--- config.mk ---
export PLATFORM = sky130hd
export DESIGN_NAME = motor_status_frame_parser
export DESIGN_NICKNAME = d
export VERILOG_FILES = /design/src/rtl/msfp_pkg.sv /design/src/rtl/msfp_frame_check.sv /design/src/rtl/motor_status_frame_parser.sv
export SDC_FILE = /design/constraint.sdc
export NUM_CORES = 1
export LEC_CHECK = 0
export ABC_AREA = 1
export ABC_CLOCK_PERIOD_IN_PS = 8500
export BUFFER_PORTS_ARGS = -buffer_cell sky130_fd_sc_hd__buf_2
export CAP_MARGIN = 20
export CORE_MARGIN = 3
export CORE_UTILIZATION = 35
export CTS_CLUSTER_DIAMETER = 50
export CTS_CLUSTER_SIZE = 25
export DETAILED_ROUTE_END_ITERATION = 6
export SKIP_LAST_GASP = 1
export SLEW_MARGIN = 20
export SYNTH_ARGS = -nofsm -noshare
export SYNTH_HDL_FRONTEND = slang
export SYNTH_HIERARCHICAL = 1
export SYNTH_SLANG_ARGS = --single-unit
export TNS_END_PERCENT = 50
--- constraint.sdc ---
create_clock -name clock -period 8.5 [get_ports clock]
set_input_delay 1.7 -clock clock [delete_from_list [all_inputs] [get_ports clock]]
set_output_delay 1.7 -clock clock [all_outputs]
set_load 0.01 [all_outputs]
--- src/rtl/msfp_pkg.sv ---
// Shared types and constants for the motor status frame parser.
// No dependencies; imported by msfp_frame_check and motor_status_frame_parser.
package msfp_pkg;

   localparam logic [7:0] SYNC_BYTE     = 8'h3E;
   localparam logic [7:0] CR_BYTE       = 8'h0D;
   localparam logic [7:0] LF_BYTE       = 8'h0A;
   localparam logic [7:0] REPLY_CMD_RST = 8'h9C;

   // frame positions; count saturates at FRAME_MIN
   localparam int         PAYLOAD_LEN  = 7;
   localparam logic [3:0] FRAME_MIN    = 4'd13;
   localparam logic [3:0] POS_SYNC     = 4'd0;
   localparam logic [3:0] POS_CMD      = 4'd1;
   localparam logic [3:0] POS_ID       = 4'd2;
   localparam logic [3:0] POS_HEAD_END = 4'd3;
   localparam logic [3:0] POS_HEAD_SUM = 4'd4;
   localparam logic [3:0] POS_PAYLOAD  = 4'd5;
   localparam logic [3:0] POS_BODY_END = 4'd11;

   typedef enum logic [2:0] {
      STATUS_OK        = 3'd0,
      STATUS_SHORT     = 3'd1,
      STATUS_HEADER    = 3'd2,
      STATUS_HEAD_SUM  = 3'd3,
      STATUS_BODY_SUM  = 3'd4
   } status_type;

   typedef struct packed {
      status_type  status;
      logic [7:0]  motor_id;
      logic [7:0]  temperature;
      logic [15:0] torque_current;
      logic [15:0] shaft_speed;
      logic [15:0] encoder_position;
   } result_type;

endpackage

--- src/rtl/msfp_frame_check.sv ---
// Running frame checker: CR hold-back, byte position, checksums, id and payload capture.
// Depends on msfp_pkg.
module msfp_frame_check
   import msfp_pkg::*;
(
   input  logic       clock,
   input  logic       reset,
   input  logic       step_en,
   input  logic [7:0] rx_byte,
   input  logic [7:0] reply_command,
   output logic       emit,
   output result_type result
);

   typedef struct packed {
      logic [3:0] count;
      logic [7:0] head_sum;
      logic [7:0] body_sum;
      logic       header_bad;
      logic       head_sum_bad;
      logic       body_sum_bad;
   } frame_type;

   function automatic frame_type absorb(frame_type s, logic [7:0] b, logic [7:0] cmd);
      frame_type n;
      n = s;
      if (s.count < FRAME_MIN) begin
         if (s.count == POS_SYNC && b != SYNC_BYTE) n.header_bad = 1'b1;
         if (s.count == POS_CMD && b != cmd) n.header_bad = 1'b1;
         if (s.count <= POS_HEAD_END) begin
            n.head_sum = s.head_sum + b;
         end else if (s.count == POS_HEAD_SUM) begin
            if (b != s.head_sum) n.head_sum_bad = 1'b1;
         end else if (s.count <= POS_BODY_END) begin
            n.body_sum = s.body_sum + b;
         end else begin
            if (b != s.body_sum) n.body_sum_bad = 1'b1;
         end
         n.count = s.count + 4'd1;
      end
      return n;
   endfunction

   logic       cr_held_ff, cr_held_in;
   frame_type  frame_ff, frame_in;
   logic [7:0] id_ff;
   logic [7:0] payload_ff [PAYLOAD_LEN];

   logic       is_cr, is_lf;
   logic       a_en, b_en;
   frame_type  frame_a, frame_b;

   assign is_cr = (rx_byte == CR_BYTE);
   assign is_lf = (rx_byte == LF_BYTE);
   assign emit  = cr_held_ff && is_lf;

   // a held CR that is not followed by LF is data; it goes in ahead of the new byte
   assign a_en = step_en && cr_held_ff && !is_lf;
   assign b_en = step_en && !emit && !is_cr;

   always_comb begin
      frame_a    = a_en ? absorb(frame_ff, CR_BYTE, reply_command) : frame_ff;
      frame_b    = b_en ? absorb(frame_a, rx_byte, reply_command) : frame_a;
      frame_in   = emit ? '0 : frame_b;
      cr_held_in = is_cr;
   end

   always_ff @(posedge clock) begin
      if (reset) begin
         cr_held_ff <= 1'b0;
         frame_ff   <= '0;
         id_ff      <= '0;
      end else if (step_en) begin
         cr_held_ff <= cr_held_in;
         frame_ff   <= frame_in;
         if (b_en && frame_a.count == POS_ID) begin
            id_ff <= rx_byte;
         end else if (a_en && frame_ff.count == POS_ID) begin
            id_ff <= CR_BYTE;
         end
      end
   end

   always_ff @(posedge clock) begin
      for (int k = 0; k < PAYLOAD_LEN; k++) begin
         if (b_en && frame_a.count == POS_PAYLOAD + 4'(k)) begin
            payload_ff[k] <= rx_byte;
         end else if (a_en && frame_ff.count == POS_PAYLOAD + 4'(k)) begin
            payload_ff[k] <= CR_BYTE;
         end
      end
   end

   always_comb begin
      result = '0;
      if (frame_ff.count < FRAME_MIN) begin
         result.status = STATUS_SHORT;
      end else if (frame_ff.header_bad) begin
         result.status = STATUS_HEADER;
      end else if (frame_ff.head_sum_bad) begin
         result.status = STATUS_HEAD_SUM;
      end else if (frame_ff.body_sum_bad) begin
         result.status = STATUS_BODY_SUM;
      end else begin
         result.status           = STATUS_OK;
         result.motor_id         = id_ff;
         result.temperature      = payload_ff[0];
         result.torque_current   = {payload_ff[2], payload_ff[1]};
         result.shaft_speed      = {payload_ff[4], payload_ff[3]};
         result.encoder_position = {payload_ff[6], payload_ff[5]};
      end
   end

   a_count_range: assert property (@(posedge clock) disable iff (reset)
      frame_ff.count <= FRAME_MIN)
      else $error("byte count past saturation");

   a_emit_clears: assert property (@(posedge clock) disable iff (reset)
      step_en && emit |=> frame_ff.count == 4'd0 && !cr_held_ff)
      else $error("frame state not cleared after terminator");

   a_ok_full: assert property (@(posedge clock) disable iff (reset)
      result.status == STATUS_OK |-> frame_ff.count == FRAME_MIN)
      else $error("ok status on a short frame");

endmodule

--- src/rtl/motor_status_frame_parser.sv ---
// Top level of the motor status frame parser: input register, checker, result register.
// Depends on msfp_pkg and msfp_frame_check.
//
// Takes one received link byte per clock on the req_ channel, unless a result
// waits unread, and gives one rsp_ transfer per frame, when the CR LF terminator
// completes. Throughput is one byte per clock while no result waits unread, set
// by a single register-to-register pass: the byte is registered on entry, the
// frame checker updates its running sums and flags from it, and a completed
// frame's result is registered for rsp_ once the input register passes on its LF.
// While a result waits unread, the input register takes at most one more byte
// and then stalls until the rsp_ transfer frees the result register. Status
// 0 is ok; 1 too short, 2 bad header, 3 bad header sum, 4 bad data sum, in that
// priority; on any error the data fields read zero. csr_wr_data sets the reply
// command byte (reset 0x9C); write it only while no frame is in flight.
module motor_status_frame_parser
   import msfp_pkg::*;
(
   input  logic               clock,
   input  logic               reset,
   input  logic               req_valid,
   output logic               req_ready,
   input  logic [7:0]         req_rx_byte,
   output logic               rsp_valid,
   input  logic               rsp_ready,
   output logic [2:0]         rsp_status,
   output logic [7:0]         rsp_motor_id,
   output logic signed [7:0]  rsp_temperature,
   output logic signed [15:0] rsp_torque_current,
   output logic signed [15:0] rsp_shaft_speed,
   output logic [15:0]        rsp_encoder_position,
   input  logic               csr_wr_en,
   input  logic [7:0]         csr_wr_data
);

   logic [7:0] reply_cmd_ff;
   logic       in_valid_ff;
   logic [7:0] in_byte_ff;
   logic       rsp_valid_ff;
   result_type rsp_ff;

   logic       advance;
   logic       emit;
   result_type result;

   // advance the held byte whenever the result slot is free or draining
   assign advance   = in_valid_ff && (!rsp_valid_ff || rsp_ready);
   assign req_ready = !in_valid_ff || advance;

   always_ff @(posedge clock) begin
      if (reset) begin
         reply_cmd_ff <= REPLY_CMD_RST;
      end else if (csr_wr_en) begin
         reply_cmd_ff <= csr_wr_data;
      end
   end

   // input register: hold the byte until the checker takes it
   always_ff @(posedge clock) begin
      if (reset) begin
         in_valid_ff <= 1'b0;
      end else if (req_ready) begin
         in_valid_ff <= req_valid;
      end
   end

   always_ff @(posedge clock) begin
      if (req_valid && req_ready) begin
         in_byte_ff <= req_rx_byte;
      end
   end

   msfp_frame_check u_check (
      .clock         (clock),
      .reset         (reset),
      .step_en       (advance),
      .rx_byte       (in_byte_ff),
      .reply_command (reply_cmd_ff),
      .emit          (emit),
      .result        (result)
   );

   // result register: load on a terminator, drop after the rsp transfer
   always_ff @(posedge clock) begin
      if (reset) begin
         rsp_valid_ff <= 1'b0;
      end else if (advance && emit) begin
         rsp_valid_ff <= 1'b1;
      end else if (rsp_ready) begin
         rsp_valid_ff <= 1'b0;
      end
   end

   always_ff @(posedge clock) begin
      if (advance && emit) begin
         rsp_ff <= result;
      end
   end

   assign rsp_valid            = rsp_valid_ff;
   assign rsp_status           = rsp_ff.status;
   assign rsp_motor_id         = rsp_ff.motor_id;
   assign rsp_temperature      = signed'(rsp_ff.temperature);
   assign rsp_torque_current   = signed'(rsp_ff.torque_current);
   assign rsp_shaft_speed      = signed'(rsp_ff.shaft_speed);
   assign rsp_encoder_position = rsp_ff.encoder_position;

   a_err_zero: assert property (@(posedge clock) disable iff (reset)
      rsp_valid_ff && rsp_ff.status != STATUS_OK |->
         rsp_ff.motor_id == 8'd0 && rsp_ff.temperature == 8'd0 &&
         rsp_ff.torque_current == 16'd0 && rsp_ff.shaft_speed == 16'd0 &&
         rsp_ff.encoder_position == 16'd0)
      else $error("data fields not zero on error status");

   a_status_range: assert property (@(posedge clock) disable iff (reset)
      rsp_valid_ff |-> rsp_ff.status <= STATUS_BODY_SUM)
      else $error("status code out of range");

   a_load_source: assert property (@(posedge clock) disable iff (reset)
      $rose(rsp_valid_ff) |-> $past(advance && emit))
      else $error("result loaded without a terminator");

endmodule
==> impl_metrics.toml <==
[floorplanning]
die_h_um = 162
num_rows = 56
die_x_um = 162
start_util_pct = 36.0
io_pins = 90
core_um2 = 23800
die-area_um2 = 26300

[global_routing]
grt-ovfl-total = 0
top_usage_layer = "met2"
grt_first_pass_wirelength_mm = 32.2
grtUsageMet3_pct = 2.75
grt_antenna_before_repair = 0
grt_use_total_pct = 15.6
use_met2_pct = 26.2
use_met1_pct = 20.5
grt_pass1_vias = 6152
grt_max_degree = 68

[worst_setup_path]
crit_slowest_cell = "nor2_1"
worstPathCellList = "buf_2 -> inv_2 -> nand2_2 -> inv_2 -> nor2_1 -> nand2_4 -> clkinv_2 -> nand3_2 -> nor2_4 -> inv_2 -> or2_1 -> xor2_1 -> inv_1 -> ha_1 -> nand3_1 -> nand2_1 -> a21oi_1 -> o21ai_0 -> xnor2_1 -> nand2_1 -> nand3_1 -> a21oi_1"
reg2regPathDepth = 20
r2r_start = "rsp_valid"
startpoint_type = "input port"
path_max_fanout = 8
slowest_delay_ns = 0.53
r2r_slack_ns = 5.01
critPathCaptureType = "register"
timing.rr.end = "u_check/frame_ff[8]"
cpMostUsedCell = "inv_2"
cp.required_ns = 8.78
path_class = "input port to register"
critPathArrivalTime_ns = 4.80

[routing]
vias_per_cell = 4.73
num_vias = 6425
ant_nets = 0
firstDrtPassIters = 6
route.detailed.drc = 0
wirelength_mm = 20.2
detail_route.wl_per_cell_um = 14.9
drtIter0Drc = 560

[synthesis]
yosys-top-cells-count = "220 x nand2_1, 123 x edfxtp_1, 109 x nor2_1"
syn-cell-area_um2 = 8550
synth_cell_types = 40
yosysWarningCount = 6
yosysTopAreaCell = "edfxtp_1"
ys_top_cells_by_area = "edfxtp_1 43%, dfxtp_1 12%, nand2_1 9.7%"
syn_inst = 941
synth_flop_cell = "edfxtp_1"
ys_seq_elements = 173
synth_edf_count = 123
yosys.area.top_type_share_pct = 43.2
avgSynthCellArea_um2 = 9.09
yosysMostFrequentCell = "nand2_1"
synthArstFlopShare_pct = 0
yosysSeqAreaShare_pct = 54.9
syn-num-nets = 992

[clock_network]
clk_latency_ns = 0.43
cts_resized = 0
cts_tree = "done"
cts_root_buf = "clkbuf_16"
cts_max_level = 4
clk_path_buf_depth = 2
numClockSinks = 173
hold_buffers = 0
postCtsSetupBuffers = 0
path_clk_slew_ns = 0.07
cts_buffers = 17

[job]
drv_cap = 0

[timing]
worst_slew_pin_slew_ns = 0.859
setup_viol = 0
max_slew_margin_pct = 42.7
drv_slew = 0
rsz0062_at_grt = "no"
finalCritPeriodShare_pct = 53.2
fin_worst_skew_ns = 0.0141
timing.fmax_ghz = 0.221
hold_violations = 0
finalCriticalPeriod_ns = 4.52
fin_setup_tns_ns = 0

[layout]
stdcell_count = 1358
antennaDiodeCount = 0
fillerInstances = 2345
nNetsFinal = 1077
drive_gt1_share_pct = 18.0
area_growth_pct = 15.8

[place]
dp.cells = 1326
port_buffers = 89
gp_congestion = 0.906
dp_hpwl_mm = 14.0

[worst_hold_path]
timing.hold.worst.class = "register to register"
min_to = "reply_cmd_ff[4]"
worstHoldStart = "reply_cmd_ff[4]"
hold_depth = 2

[pwr]
report.power.total_mw = 1.82
leakagePower_nw = 4.40
vdd_drop_max_uv = 110
power_per_cell_area_nw_per_um2 = 184

[status]
status = "completed"
-- area by class of cell --
type | instances | area [um^2] | area share, %
Multi-Input combinational cell | 621 | 3280 | 33.1
Clock inverter | 15 | 170 | 1.72
Timing Repair Buffer | 91 | 460 | 4.65
Clock buffer | 17 | 425 | 4.30
Inverter | 122 | 469 | 4.74
Tap cell | 319 | 399 | 4.03
Sequential cell | 173 | 4690 | 47.4
-- worst max-delay path by stage --
stage / to / start
after global placement: u_check/frame_ff[8] / rsp_ready
after global routing: u_check/frame_ff[8] / rsp_ready
final: u_check/frame_ff[8] / rsp_ready
after floorplan: rsp_encoder_position[0] / rsp_ready
after CTS: u_check/payload_ff[2][1] / rsp_ready
after detailed placement: u_check/payload_ff[2][6] / rsp_ready
-- critical path: cells and delay by family --
family	cells	cell delay, ns
adder cells (fa/ha/maj)	1	0.36
AND/OR/NAND/NOR	10	1.65
buffers and inverters	6	0.44
AO/OA/AOI/OAI	3	0.33
XOR/XNOR	2	0.31
-- through the flow --
step	area (um^2)	setup slack, ns	hold WS, ns	util, %
global route	9900	3.66	0.512	41.7
finish	9900	3.98	0.497	41.7
floorplan	8550	1.57	0.457	-
detailed placement	9300	3.54	0.478	39.2
CTS	9900	3.98	0.497	41.7
global placement	9300	3.64	0.475	39.1
-- report_power, final --
part / internal [mW] / total [mW] / switching [mW]
Combinational: 0.0401 / 0.119 / 0.0785
Sequential: 0.907 / 0.924 / 0.0165
Clock: 0.418 / 0.777 / 0.359
-- per-layer routing --
metal | wire [um] | vias to the layer above
met5 | 0 | -
met4 | 332 | 0
met3 | 747 | 24
met2 | 9740 | 140
met1 | 9370 | 2990
li1 | - | 3271
-- cells by family after synthesis --
| logic type | after synthesis | synth area share (%) |
|---|---|---|
| flip-flops | 173 | 54.9 |
| AO/OA/AOI/OAI | 110 | 6.99 |
| XOR/XNOR | 25 | 2.56 |
| adder cells (fa/ha/maj) | 30 | 4.56 |
| buffers and inverters | 147 | 7.04 |
| AND/OR/NAND/NOR | 456 | 24.0 |
-- state kept, by name, indices dropped and copies added, names as in the netlist --
name / flops
rsp_shaft_speed: 16
rsp_torque_current: 16
rsp_status: 3
u_check/frame_ff: 23
rsp_valid: 1
in_byte_ff: 8
u_check/payload_ff: 56
rsp_motor_id: 8
u_check/cr_held_ff: 1
in_valid_ff: 1
rsp_encoder_position: 16
rsp_temperature: 8
u_check/id_ff: 8
reply_cmd_ff: 8
-- cells in the final DEF, fill, tap and decap left out, drive strengths merged, types with 6 or more instances in the layout --
cell      n
a21oi    48
a31oi     6
buf      91
clkbuf   17
dfxtp    50
edfxtp  123
ha       28
inv     127
nand2   240
nand3    50
nand4    10
nor2    121
nor3     23
o21ai    43
o22ai     7
xnor2    14
xor2     11
Power figures use the tool's default switching activity.
